**config.mk**
```make
export PLATFORM = sky130hd
export DESIGN_NAME = ascii_status_packet_field_parser_flat
export DESIGN_NICKNAME = d
export VERILOG_FILES = /design/src/rtl/core/aspfp_pkg.sv /design/src/rtl/core/aspfp_byte_if.sv /design/src/rtl/core/aspfp_result_if.sv /design/src/rtl/core/ascii_status_packet_field_parser.sv /design/src/rtl/core/aspfp_front.sv /design/src/rtl/core/aspfp_fifo.sv /design/src/rtl/core/aspfp_back.sv /design/src/flat_wrapper.sv
export SDC_FILE = /design/constraint.sdc
export NUM_CORES = 1
export LEC_CHECK = 0
export ABC_AREA = 1
export BUFFER_PORTS_ARGS = -buffer_cell sky130_fd_sc_hd__buf_2
export CELL_PAD_IN_SITES_DETAIL_PLACEMENT = 2
export CELL_PAD_IN_SITES_GLOBAL_PLACEMENT = 2
export CORE_MARGIN = 2
export CORE_UTILIZATION = 43
export DETAILED_ROUTE_END_ITERATION = 7
export GPL_TIMING_DRIVEN = 0
export HOLD_SLACK_MARGIN = 0.03
export PLACE_DENSITY = 0.9
export RECOVER_POWER = 50
export SYNTH_ARGS = -nofsm -noshare
export SYNTH_HDL_FRONTEND = slang
export SYNTH_SLANG_ARGS = --single-unit
export TNS_END_PERCENT = 30
```
**constraint.sdc**
```tcl
create_clock -name clk -period 4.8 [get_ports clk]
set_input_delay 1.44 -clock clk [delete_from_list [all_inputs] [get_ports clk]]
set_output_delay 1.44 -clock clk [all_outputs]
set_load 0.03 [all_outputs]
```
**src/rtl/core/aspfp_pkg.sv**
```systemverilog
`default_nettype none

package aspfp_pkg;

    // Result queue between the byte classifier and the output stage
    localparam int QUEUE_DEPTH = 4;

    localparam int BYTE_W  = 8;
    localparam int ID_W    = 4;
    localparam int VALUE_W = 10;
    localparam int POS_W   = 6;
    localparam int SUM_W   = 12;

    // Characters of the stream
    localparam logic [BYTE_W-1:0] CH_LF    = 8'h0A;
    localparam logic [BYTE_W-1:0] CH_ZERO  = 8'h30;
    localparam logic [BYTE_W-1:0] CH_NINE  = 8'h39;
    localparam logic [BYTE_W-1:0] CH_A     = 8'h41;
    localparam logic [BYTE_W-1:0] CH_K     = 8'h4B;
    localparam logic [BYTE_W-1:0] CH_COMMA = 8'h2C;
    localparam logic [BYTE_W-1:0] CH_STAR  = 8'h2A;

    // Packet positions
    localparam logic [POS_W-1:0] POS_ADDR     = 6'd1;
    localparam logic [POS_W-1:0] POS_SUM_LAST = 6'd44;
    localparam logic [POS_W-1:0] POS_LAST     = 6'd48;

    // Checksum adds (byte - '0'), i.e. byte + (4096 - 48) modulo 4096
    localparam logic [SUM_W-1:0] SUM_BIAS = 12'd4048;

    // Result identifiers
    localparam logic [ID_W-1:0] ID_STATUS = 4'd0;
    localparam logic [ID_W-1:0] ID_TYPE   = 4'd1;
    localparam logic [ID_W-1:0] ID_UNIT   = 4'd2;
    localparam logic [ID_W-1:0] ID_CHECK  = 4'd15;

    // Status and type codes
    localparam logic [VALUE_W-1:0] ST_OK       = 10'd0;
    localparam logic [VALUE_W-1:0] ST_BAD_ADDR = 10'd1;
    localparam logic [VALUE_W-1:0] ST_BAD_SUM  = 10'd2;
    localparam logic [VALUE_W-1:0] TYPE_INV    = 10'd0;
    localparam logic [VALUE_W-1:0] TYPE_CHG    = 10'd1;

    typedef struct packed {
        logic [ID_W-1:0]    id;
        logic [VALUE_W-1:0] value;
        logic               last;
    } result_t;

    // One queue entry carries the one or two results of a byte
    typedef struct packed {
        logic    two;
        result_t r0;
        result_t r1;
    } entry_t;

    typedef struct packed {
        logic            hit;
        logic            is_first;
        logic            is_end;
        logic [ID_W-1:0] id;
    } field_pos_t;

    // Map a packet position to the decimal field that covers it
    function automatic field_pos_t field_lookup(input logic [POS_W-1:0] pos);
        field_pos_t f;
        f = '0;
        unique case (pos)
            6'd3:  f = '{1'b1, 1'b1, 1'b0, 4'd3};
            6'd4:  f = '{1'b1, 1'b0, 1'b1, 4'd3};
            6'd6:  f = '{1'b1, 1'b1, 1'b0, 4'd4};
            6'd7:  f = '{1'b1, 1'b0, 1'b1, 4'd4};
            6'd9:  f = '{1'b1, 1'b1, 1'b0, 4'd5};
            6'd10: f = '{1'b1, 1'b0, 1'b1, 4'd5};
            6'd13: f = '{1'b1, 1'b1, 1'b0, 4'd6};
            6'd14: f = '{1'b1, 1'b0, 1'b0, 4'd6};
            6'd15: f = '{1'b1, 1'b0, 1'b1, 4'd6};
            6'd16: f = '{1'b1, 1'b1, 1'b0, 4'd7};
            6'd17: f = '{1'b1, 1'b0, 1'b0, 4'd7};
            6'd18: f = '{1'b1, 1'b0, 1'b1, 4'd7};
            6'd20: f = '{1'b1, 1'b1, 1'b0, 4'd8};
            6'd21: f = '{1'b1, 1'b0, 1'b1, 4'd8};
            6'd23: f = '{1'b1, 1'b1, 1'b0, 4'd9};
            6'd24: f = '{1'b1, 1'b0, 1'b1, 4'd9};
            6'd26: f = '{1'b1, 1'b1, 1'b0, 4'd10};
            6'd27: f = '{1'b1, 1'b0, 1'b0, 4'd10};
            6'd28: f = '{1'b1, 1'b0, 1'b1, 4'd10};
            6'd30: f = '{1'b1, 1'b1, 1'b0, 4'd11};
            6'd31: f = '{1'b1, 1'b0, 1'b1, 4'd11};
            6'd33: f = '{1'b1, 1'b1, 1'b0, 4'd12};
            6'd34: f = '{1'b1, 1'b0, 1'b0, 4'd12};
            6'd35: f = '{1'b1, 1'b0, 1'b1, 4'd12};
            6'd37: f = '{1'b1, 1'b1, 1'b0, 4'd13};
            6'd38: f = '{1'b1, 1'b0, 1'b0, 4'd13};
            6'd39: f = '{1'b1, 1'b0, 1'b1, 4'd13};
            6'd41: f = '{1'b1, 1'b1, 1'b0, 4'd14};
            6'd42: f = '{1'b1, 1'b0, 1'b0, 4'd14};
            6'd43: f = '{1'b1, 1'b0, 1'b1, 4'd14};
            6'd45: f = '{1'b1, 1'b1, 1'b0, ID_CHECK};
            6'd46: f = '{1'b1, 1'b0, 1'b0, ID_CHECK};
            6'd47: f = '{1'b1, 1'b0, 1'b1, ID_CHECK};
            default: f = '0;
        endcase
        return f;
    endfunction

endpackage

`default_nettype wire

```
**src/rtl/core/aspfp_byte_if.sv**
```systemverilog
`default_nettype none

interface aspfp_byte_if;
    logic                           valid;
    logic                           ready;
    logic [aspfp_pkg::BYTE_W-1:0]   rx_byte;

    modport source (output valid, output rx_byte, input ready);
    modport sink   (input valid, input rx_byte, output ready);
endinterface

`default_nettype wire

```
**src/rtl/core/aspfp_result_if.sv**
```systemverilog
`default_nettype none

interface aspfp_result_if;
    logic                           valid;
    logic                           ready;
    logic [aspfp_pkg::ID_W-1:0]     field_id;
    logic [aspfp_pkg::VALUE_W-1:0]  field_value;
    logic                           last;

    modport source (output valid, output field_id, output field_value, output last,
                    input ready);
    modport sink   (input valid, input field_id, input field_value, input last,
                    output ready);
endinterface

`default_nettype wire

```
**src/rtl/core/ascii_status_packet_field_parser.sv**
```systemverilog
`default_nettype none

// ASCII status packet field parser.
// rx carries one received byte per beat; result carries one decoded field
// per beat (field_id, field_value, last). A line feed opens a 49-byte
// packet; the address byte yields a type and a unit beat, each fixed
// decimal field yields one beat when its last digit arrives, and position
// 48 yields a status beat with last set (0 ok, 2 checksum mismatch). A bad
// address yields status 1 with last set and drops the rest of the packet.
// Throughput: one byte per cycle on rx while the queue has space; the
// result side drains one beat per cycle while result.ready is high, and an
// address byte yields two beats. A byte's results are written to the front
// queue on the accepting edge and then loaded into the output register once
// it is empty or its entry's final beat goes out.
// The front classifier keeps accepting while the output is stalled, until
// the Q_DEPTH-entry queue fills; rx.ready then drops until space frees.
// Reset: rst_n clears the frame state (waiting for a line feed), empties
// the queue and the output register. No clearing pass is needed.
module ascii_status_packet_field_parser #(
    parameter int Q_DEPTH = aspfp_pkg::QUEUE_DEPTH
) (
    input  wire logic       clk,
    input  wire logic       rst_n,
    aspfp_byte_if.sink      rx,
    aspfp_result_if.source  result
);
    import aspfp_pkg::*;

    logic   q_push;
    logic   q_full;
    logic   q_pop;
    logic   q_valid;
    entry_t q_wr_entry;
    entry_t q_rd_entry;

    // Classify bytes, track packet position, checksum and field digits
    aspfp_front u_front (
        .clk     (clk),
        .rst_n   (rst_n),
        .rx      (rx),
        .q_full  (q_full),
        .q_push  (q_push),
        .q_entry (q_wr_entry)
    );

    // Hold pending result groups between the two sides
    aspfp_fifo #(
        .DEPTH (Q_DEPTH)
    ) u_fifo (
        .clk        (clk),
        .rst_n      (rst_n),
        .push       (q_push),
        .push_entry (q_wr_entry),
        .full       (q_full),
        .pop        (q_pop),
        .pop_entry  (q_rd_entry),
        .not_empty  (q_valid)
    );

    // Serialize each group into result beats through an output register
    aspfp_back u_back (
        .clk     (clk),
        .rst_n   (rst_n),
        .q_valid (q_valid),
        .q_entry (q_rd_entry),
        .q_pop   (q_pop),
        .result  (result)
    );

    // The front never writes a full queue
    assert property (@(posedge clk) disable iff (!rst_n) !(q_push && q_full))
        else $error("result queue overflow");

    // The back never pulls from an empty queue
    assert property (@(posedge clk) disable iff (!rst_n) q_pop |-> q_valid)
        else $error("result queue underflow");

    // Exactly the status beat closes a packet
    assert property (@(posedge clk) disable iff (!rst_n)
        result.valid |-> ((result.field_id == ID_STATUS) == result.last))
        else $error("last flag does not match status beat");

    // Type beat always carries inverter or charger
    assert property (@(posedge clk) disable iff (!rst_n)
        (result.valid && (result.field_id == ID_TYPE)) |->
        ((result.field_value == TYPE_INV) || (result.field_value == TYPE_CHG)))
        else $error("type beat out of range");

endmodule

`default_nettype wire

```
**src/rtl/core/aspfp_front.sv**
```systemverilog
`default_nettype none

module aspfp_front (
    input  wire logic              clk,
    input  wire logic              rst_n,
    aspfp_byte_if.sink             rx,
    input  wire logic              q_full,
    output logic                   q_push,
    output aspfp_pkg::entry_t      q_entry
);
    import aspfp_pkg::*;

    logic               in_frame_reg, in_frame_next;
    logic [POS_W-1:0]   position_reg, position_next;
    logic [VALUE_W-1:0] field_accum_reg, field_accum_next;
    logic               field_stopped_reg, field_stopped_next;
    logic [SUM_W-1:0]   sum_accum_reg, sum_accum_next;
    logic [VALUE_W-1:0] check_value_reg, check_value_next;

    logic               accept;
    logic [BYTE_W-1:0]  b;
    logic               digit;
    logic               letter;
    logic [3:0]         dval;
    logic [POS_W-1:0]   pos;
    field_pos_t         fp;
    logic [VALUE_W-1:0] acc_step;

    assign rx.ready = !q_full;
    assign accept   = rx.valid && rx.ready;
    assign b        = rx.rx_byte;
    assign digit    = (b >= CH_ZERO) && (b <= CH_NINE);
    assign letter   = (b >= CH_A) && (b <= CH_K);
    assign dval     = digit ? 4'(b - CH_ZERO) : 4'(b - CH_A);
    assign pos      = position_reg + 1'b1;
    assign fp       = field_lookup(pos);
    // accum * 10 + digit, wrapping at the field width
    assign acc_step = {field_accum_reg[VALUE_W-4:0], 3'b000}
                    + {field_accum_reg[VALUE_W-2:0], 1'b0}
                    + VALUE_W'(dval);

    always_comb
    begin
        in_frame_next      = in_frame_reg;
        position_next      = position_reg;
        field_accum_next   = field_accum_reg;
        field_stopped_next = field_stopped_reg;
        sum_accum_next     = sum_accum_reg;
        check_value_next   = check_value_reg;
        q_push             = 1'b0;
        q_entry            = '0;

        if (accept)
        begin
            if (b == CH_LF)
            begin
                // resynchronize: open a fresh packet
                in_frame_next      = 1'b1;
                position_next      = '0;
                field_accum_next   = '0;
                field_stopped_next = 1'b0;
                sum_accum_next     = '0;
                check_value_next   = '0;
            end
            else if (in_frame_reg)
            begin
                position_next = pos;
                if ((pos <= POS_SUM_LAST) && (b != CH_COMMA) && (b != CH_STAR))
                begin
                    sum_accum_next = sum_accum_reg + SUM_W'(b) + SUM_BIAS;
                end

                priority if (pos == POS_ADDR)
                begin
                    q_push = 1'b1;
                    if (digit || letter)
                    begin
                        q_entry.two      = 1'b1;
                        q_entry.r0.id    = ID_TYPE;
                        q_entry.r0.value = digit ? TYPE_INV : TYPE_CHG;
                        q_entry.r0.last  = 1'b0;
                        q_entry.r1.id    = ID_UNIT;
                        q_entry.r1.value = VALUE_W'(dval);
                        q_entry.r1.last  = 1'b0;
                    end
                    else
                    begin
                        // bad address: close the packet, drop the rest
                        q_entry.r0.id    = ID_STATUS;
                        q_entry.r0.value = ST_BAD_ADDR;
                        q_entry.r0.last  = 1'b1;
                        in_frame_next    = 1'b0;
                    end
                end
                else if (pos >= POS_LAST)
                begin
                    q_push           = 1'b1;
                    q_entry.r0.id    = ID_STATUS;
                    q_entry.r0.value = (sum_accum_reg == SUM_W'(check_value_reg))
                                       ? ST_OK : ST_BAD_SUM;
                    q_entry.r0.last  = 1'b1;
                    in_frame_next    = 1'b0;
                end
                else if (fp.hit)
                begin
                    priority if (fp.is_first)
                    begin
                        field_accum_next   = digit ? VALUE_W'(dval) : '0;
                        field_stopped_next = !digit;
                    end
                    else if (!field_stopped_reg && digit)
                    begin
                        field_accum_next = acc_step;
                    end
                    else
                    begin
                        field_stopped_next = 1'b1;
                    end

                    if (fp.is_end)
                    begin
                        if (fp.id == ID_CHECK)
                        begin
                            check_value_next = field_accum_next;
                        end
                        q_push           = 1'b1;
                        q_entry.r0.id    = fp.id;
                        q_entry.r0.value = field_accum_next;
                        q_entry.r0.last  = 1'b0;
                    end
                end
                else
                begin
                    // separator byte: no result
                end
            end
        end
    end

    always_ff @(posedge clk or negedge rst_n)
    begin
        if (!rst_n)
        begin
            in_frame_reg      <= 1'b0;
            position_reg      <= '0;
            field_accum_reg   <= '0;
            field_stopped_reg <= 1'b0;
            sum_accum_reg     <= '0;
            check_value_reg   <= '0;
        end
        else
        begin
            in_frame_reg      <= in_frame_next;
            position_reg      <= position_next;
            field_accum_reg   <= field_accum_next;
            field_stopped_reg <= field_stopped_next;
            sum_accum_reg     <= sum_accum_next;
            check_value_reg   <= check_value_next;
        end
    end

endmodule

`default_nettype wire

```
**src/rtl/core/aspfp_fifo.sv**
```systemverilog
`default_nettype none

module aspfp_fifo #(
    parameter int DEPTH = aspfp_pkg::QUEUE_DEPTH
) (
    input  wire logic               clk,
    input  wire logic               rst_n,
    input  wire logic               push,
    input  wire aspfp_pkg::entry_t  push_entry,
    output logic                    full,
    input  wire logic               pop,
    output aspfp_pkg::entry_t       pop_entry,
    output logic                    not_empty
);
    import aspfp_pkg::*;

    localparam int AW = (DEPTH > 1) ? $clog2(DEPTH) : 1;
    localparam int CW = $clog2(DEPTH + 1);

    entry_t          mem [DEPTH];
    logic [AW-1:0]   wr_ptr_reg, wr_ptr_next;
    logic [AW-1:0]   rd_ptr_reg, rd_ptr_next;
    logic [CW-1:0]   count_reg, count_next;
    logic            do_push;
    logic            do_pop;

    assign full      = (count_reg == CW'(DEPTH));
    assign not_empty = (count_reg != '0);
    assign do_push   = push && !full;
    assign do_pop    = pop && not_empty;
    assign pop_entry = mem[rd_ptr_reg];

    always_comb
    begin
        wr_ptr_next = wr_ptr_reg;
        rd_ptr_next = rd_ptr_reg;
        count_next  = count_reg;
        if (do_push)
        begin
            wr_ptr_next = (wr_ptr_reg == AW'(DEPTH - 1)) ? '0 : wr_ptr_reg + 1'b1;
        end
        if (do_pop)
        begin
            rd_ptr_next = (rd_ptr_reg == AW'(DEPTH - 1)) ? '0 : rd_ptr_reg + 1'b1;
        end
        if (do_push && !do_pop)
        begin
            count_next = count_reg + 1'b1;
        end
        else if (do_pop && !do_push)
        begin
            count_next = count_reg - 1'b1;
        end
    end

    always_ff @(posedge clk)
    begin
        if (do_push)
        begin
            mem[wr_ptr_reg] <= push_entry;
        end
    end

    always_ff @(posedge clk or negedge rst_n)
    begin
        if (!rst_n)
        begin
            wr_ptr_reg <= '0;
            rd_ptr_reg <= '0;
            count_reg  <= '0;
        end
        else
        begin
            wr_ptr_reg <= wr_ptr_next;
            rd_ptr_reg <= rd_ptr_next;
            count_reg  <= count_next;
        end
    end

endmodule

`default_nettype wire

```
**src/rtl/core/aspfp_back.sv**
```systemverilog
`default_nettype none

module aspfp_back (
    input  wire logic               clk,
    input  wire logic               rst_n,
    input  wire logic               q_valid,
    input  wire aspfp_pkg::entry_t  q_entry,
    output logic                    q_pop,
    aspfp_result_if.source          result
);
    import aspfp_pkg::*;

    logic       have_reg, have_next;
    logic       second_reg, second_next;
    entry_t     entry_reg, entry_next;
    result_t    cur;
    logic       fire;
    logic       done;

    assign cur                = second_reg ? entry_reg.r1 : entry_reg.r0;
    assign result.valid       = have_reg;
    assign result.field_id    = cur.id;
    assign result.field_value = cur.value;
    assign result.last        = cur.last;

    assign fire  = have_reg && result.ready;
    // entry finished once its final result beat goes out
    assign done  = fire && (second_reg || !entry_reg.two);
    assign q_pop = q_valid && (!have_reg || done);

    always_comb
    begin
        have_next   = have_reg;
        second_next = second_reg;
        entry_next  = entry_reg;
        if (q_pop)
        begin
            have_next   = 1'b1;
            second_next = 1'b0;
            entry_next  = q_entry;
        end
        else if (done)
        begin
            have_next   = 1'b0;
            second_next = 1'b0;
        end
        else if (fire)
        begin
            second_next = 1'b1;
        end
    end

    always_ff @(posedge clk)
    begin
        entry_reg <= entry_next;
    end

    always_ff @(posedge clk or negedge rst_n)
    begin
        if (!rst_n)
        begin
            have_reg   <= 1'b0;
            second_reg <= 1'b0;
        end
        else
        begin
            have_reg   <= have_next;
            second_reg <= second_next;
        end
    end

endmodule

`default_nettype wire

```
**src/flat_wrapper.sv**
```systemverilog
// flat-port wrapper written by rule: the top's interface ports become plain ports
module ascii_status_packet_field_parser_flat import aspfp_pkg::*;
#(
    parameter int Q_DEPTH = aspfp_pkg::QUEUE_DEPTH
)
  (clk, rst_n, rx_valid, rx_rx_byte, rx_ready, result_valid, result_field_id, result_field_value, result_last, result_ready);
  aspfp_byte_if rx_i ();
  aspfp_result_if result_i ();
  input  wire logic clk;
  input  wire logic rst_n;
  input wire logic [$bits(rx_i.valid)-1:0] rx_valid;
  input wire logic [$bits(rx_i.rx_byte)-1:0] rx_rx_byte;
  output wire logic [$bits(rx_i.ready)-1:0] rx_ready;
  output wire logic [$bits(result_i.valid)-1:0] result_valid;
  output wire logic [$bits(result_i.field_id)-1:0] result_field_id;
  output wire logic [$bits(result_i.field_value)-1:0] result_field_value;
  output wire logic [$bits(result_i.last)-1:0] result_last;
  input wire logic [$bits(result_i.ready)-1:0] result_ready;
  assign rx_i.valid = rx_valid;
  assign rx_i.rx_byte = rx_rx_byte;
  assign rx_ready = rx_i.ready;
  assign result_valid = result_i.valid;
  assign result_field_id = result_i.field_id;
  assign result_field_value = result_i.field_value;
  assign result_last = result_i.last;
  assign result_i.ready = result_ready;
  ascii_status_packet_field_parser #(.Q_DEPTH(Q_DEPTH)) u_core (.clk(clk), .rst_n(rst_n), .rx(rx_i), .result(result_i));
endmodule
```
==> results.md <==
* DRT Pass-1 Iters at 5
* Clk_lat worst skew at 0.44 ns
* Leakage at 3.98 nW
* Critical Path Source Type: input port
* Sequential cell area fraction in the yosys report at 0.513
* Post-route antenna net violation count at 0
* CORE AREA at 18800 um2
* Worst VDD drop at 0.284 mV
* Power Density at 567 nW/um2
* Area growth syn-to-layout at 13.9%
* FP Rows at 50
* Worst Clk Skew at approximately 0.013 ns
* Total CTS buffers at 17
* Setup ws final at 0.150 ns
* Fill count at 2028
* Count of hold buffers inserted by post-cts repair at 0
* Syn_nets at 963
* Max_cap viols at 1
* Post-synth cell types at 47
* GPL Wtd Cong at 0.792
* Global Route Usage Sum at 0.310
* GRT overflow at 0
* Die ar. at 20300 um2
* Worst slew pin tran at 3.22 ns
* Post-Synthesis Cells at roughly 900
* Tmin final at 4.65 ns
* Final nets at ~1000
* Placed Cells at ~1200
* Drt wl/cell at 25.4 um
* Vias in the first global route at 7801
* Layout cells sized above 1 at 0.139
* Number of flops mapped to enable cells by yosys at 100
* Most frequent cell after synthesis: nand2_1
* Largest net degree at the start of global routing at 50
* Status: finished with violations
* Die Ht at 142 um
* Fmax at 0.215 GHz
* CTS sink count at 149
* CTS Buffer Depth at 2
* Cell Area, Synth at 8250 um2
* Setup crit end kind: flip-flop
* Overall power at 0.00532 W
* CTS H-tree depth at 4
* Num ports at 29
* Crit-path cells: buf_2 > inv_1 > ha_1 > o21ai_1 > a21oi_2 > inv_2 > nand4_1 > xor2_2 > fa_2 > fa_2 > nand3_1 > nand3_1 > a21oi_1 > o21ai_0 > nand2_1 > nand2_1 > nor2_1 > nand3_1 > nand2_1
* WP buf/inv at 3
* DRC viols at 0
* Syn avg cell area at 9.19 um2
* Diodes inserted at 0
* Synth top area share at 0.364
* Setup CP Type: in -> reg
* Yosys reg bits at 149
* Synth Flop Type: edfxtp_1
* Pins Over Slew Limit at 50
* Hold Crit Class: reg -> reg
* WP data required at 5.17 ns
* Routed WL at 30400 um
* Slowest-stage cell, CP: fa_2
* Top Family by Delay on Critical Path: adder cells
* Top cells by area, synth: edfxtp_1, dfrtp_1, nand2_1
* Clk pin slew, worst setup/hold paths at 0.07 ns
* Fin cells at 1198
* Setup WS pre-CTS at -0.360 ns
* Setup tns final at 0 ns
* Initial Util at 0.439
* Final period util at 0.969
* Most instantiated cells after synthesis: nand2_1, edfxtp_1, inv_1
* Chip width at 142 um
* Worst EP arrival at 5.02 ns
* Root Buffer: clkbuf_16
* Final setup violation count at 0
* Drt initial violations at 409
* Crit path max fanout at 5
* Violated checks: capacitance limit, slew limit
* Via count at 6965
* Vias/cell at 5.81
* Slowest Stage Delay on Critical Path at 0.54 ns
* First-pass GRT wire length at 46700 um
* Initial antenna violation count at 1
* Synth Warn # at 0
* Slew HR at -1.15
* DP HPWL at 20100 um
* Synth async-reset ratio at 0.329
* Largest register FFs at 80
* CTS tree: yes
* Final Hold Fails at 0
* Buffers on Ports at 28
* Yosys top cell by area: edfxtp_1
placed cells by master (no fill, tap or decap), types with 4 or more instances in the layout:
master	instances
nor2_1	84
inv_6	4
ha_1	50
nand2_2	11
buf_2	25
clkbuf_16	17
nand4_1	13
clkbuf_1	23
nand3_1	51
o22ai_1	33
a21oi_1	23
nor2_2	19
nor3_1	5
dfrtp_1	49
inv_1	91
edfxtp_1	100
xnor2_1	6
o21ai_1	6
buf_4	5
o21ai_0	86
nand2_1	187
buf_8	4
inv_2	11
xor2_1	9
report_power, final:
part	leakage [nW]	switching, W	internal (W)
Clock	0.296	0.000609	0.000832
Combinational	2.29	0.00158	0.000602
Sequential	1.40	0.000124	0.00158
Total	3.98	0.00231	0.00301
worst paths after layout:
kind | from | end | slack, ns | depth (start not counted)
worst max-delay path | rx_rx_byte[0] | u_core.u_front.check_value_reg[6]$_DFFE_PN0P_ | 0.15 | 19
worst min-delay path | u_core.u_front.check_value_reg[0]$_DFFE_PN0P_ | u_core.u_front.check_value_reg[0]$_DFFE_PN0P_ | 0.53 | 2
worst max register to register | u_core.u_front.position_reg[0]$_DFFE_PN0P_ | u_core.u_fifo.count_reg[1]$_DFFE_PN0P_ | 0.67 | 19
worst min register to register | u_core.u_front.check_value_reg[0]$_DFFE_PN0P_ | u_core.u_front.check_value_reg[0]$_DFFE_PN0P_ | 0.53 | 2
max in group asynchronous | rst_n | u_core.u_fifo.wr_ptr_reg[1]$_DFFE_PN0P_ | 0.89 | 1
min in group asynchronous | rst_n | u_core.u_fifo.rd_ptr_reg[1]$_DFFE_PN0P_ | 2.06 | 1
kinds of logic (layout without fill, tap and decap cells):
kind of cell,Yosys count,after routing,share of synthesized area
AOI/OAI and AO/OA,160,160,0.108
adders and majority gates,54,54,0.0856
buffers and inverters,128,195,0.0622
and+or+nand+nor,388,388,0.212
xor gates and xnor gates,17,17,0.0181
DFF,149,149,0.513
muxes,1,1,0.00137
through the flow:
stage,instance area [um2],hold WS [ns],utilization
after floorplan,8250,0.442,-
after global placement,8680,0.466,0.462
after detailed placement,8770,0.490,0.467
after CTS,9400,0.527,0.501
after global routing,9390,0.532,0.500
final,9390,0.526,0.500
tightest hold or removal path, cell delays in order (launching register included):
cell and delay [ns]:
dfrtp_1 0.37, nand2_1 0.06, nand2_1 0.06
final cells by class:
cell class	instances	area, um2	share of cell area
multi-input combinational	620	3520	0.375
inverter	104	393	0.0418
clock inverter	15	193	0.0205
timing repair buffer	35	211	0.0225
sequential	149	4230	0.450
buffer	24	120	0.0128
tap	234	293	0.0312
clock buffer	17	425	0.0453
what timing repair did:
item,in CTS,in global routing
cloned,0,0
buffers inserted,1,1
setup endpoints to repair,16,31
gates resized for setup,1,5
pin swaps,1,1
layer usage:
| metal | GRT usage | up-vias | routed length [um] |
|---|---|---|---|
| met5 | 0 | - | 13 |
| met4 | 0.129 | 2 | 937 |
| met3 | 0.0511 | 72 | 1210 |
| met2 | 0.564 | 203 | 16000 |
| met1 | 0.363 | 3552 | 12300 |
| li1 | - | 3136 | - |
No activity file was read; power rests on OpenSTA's default activity.
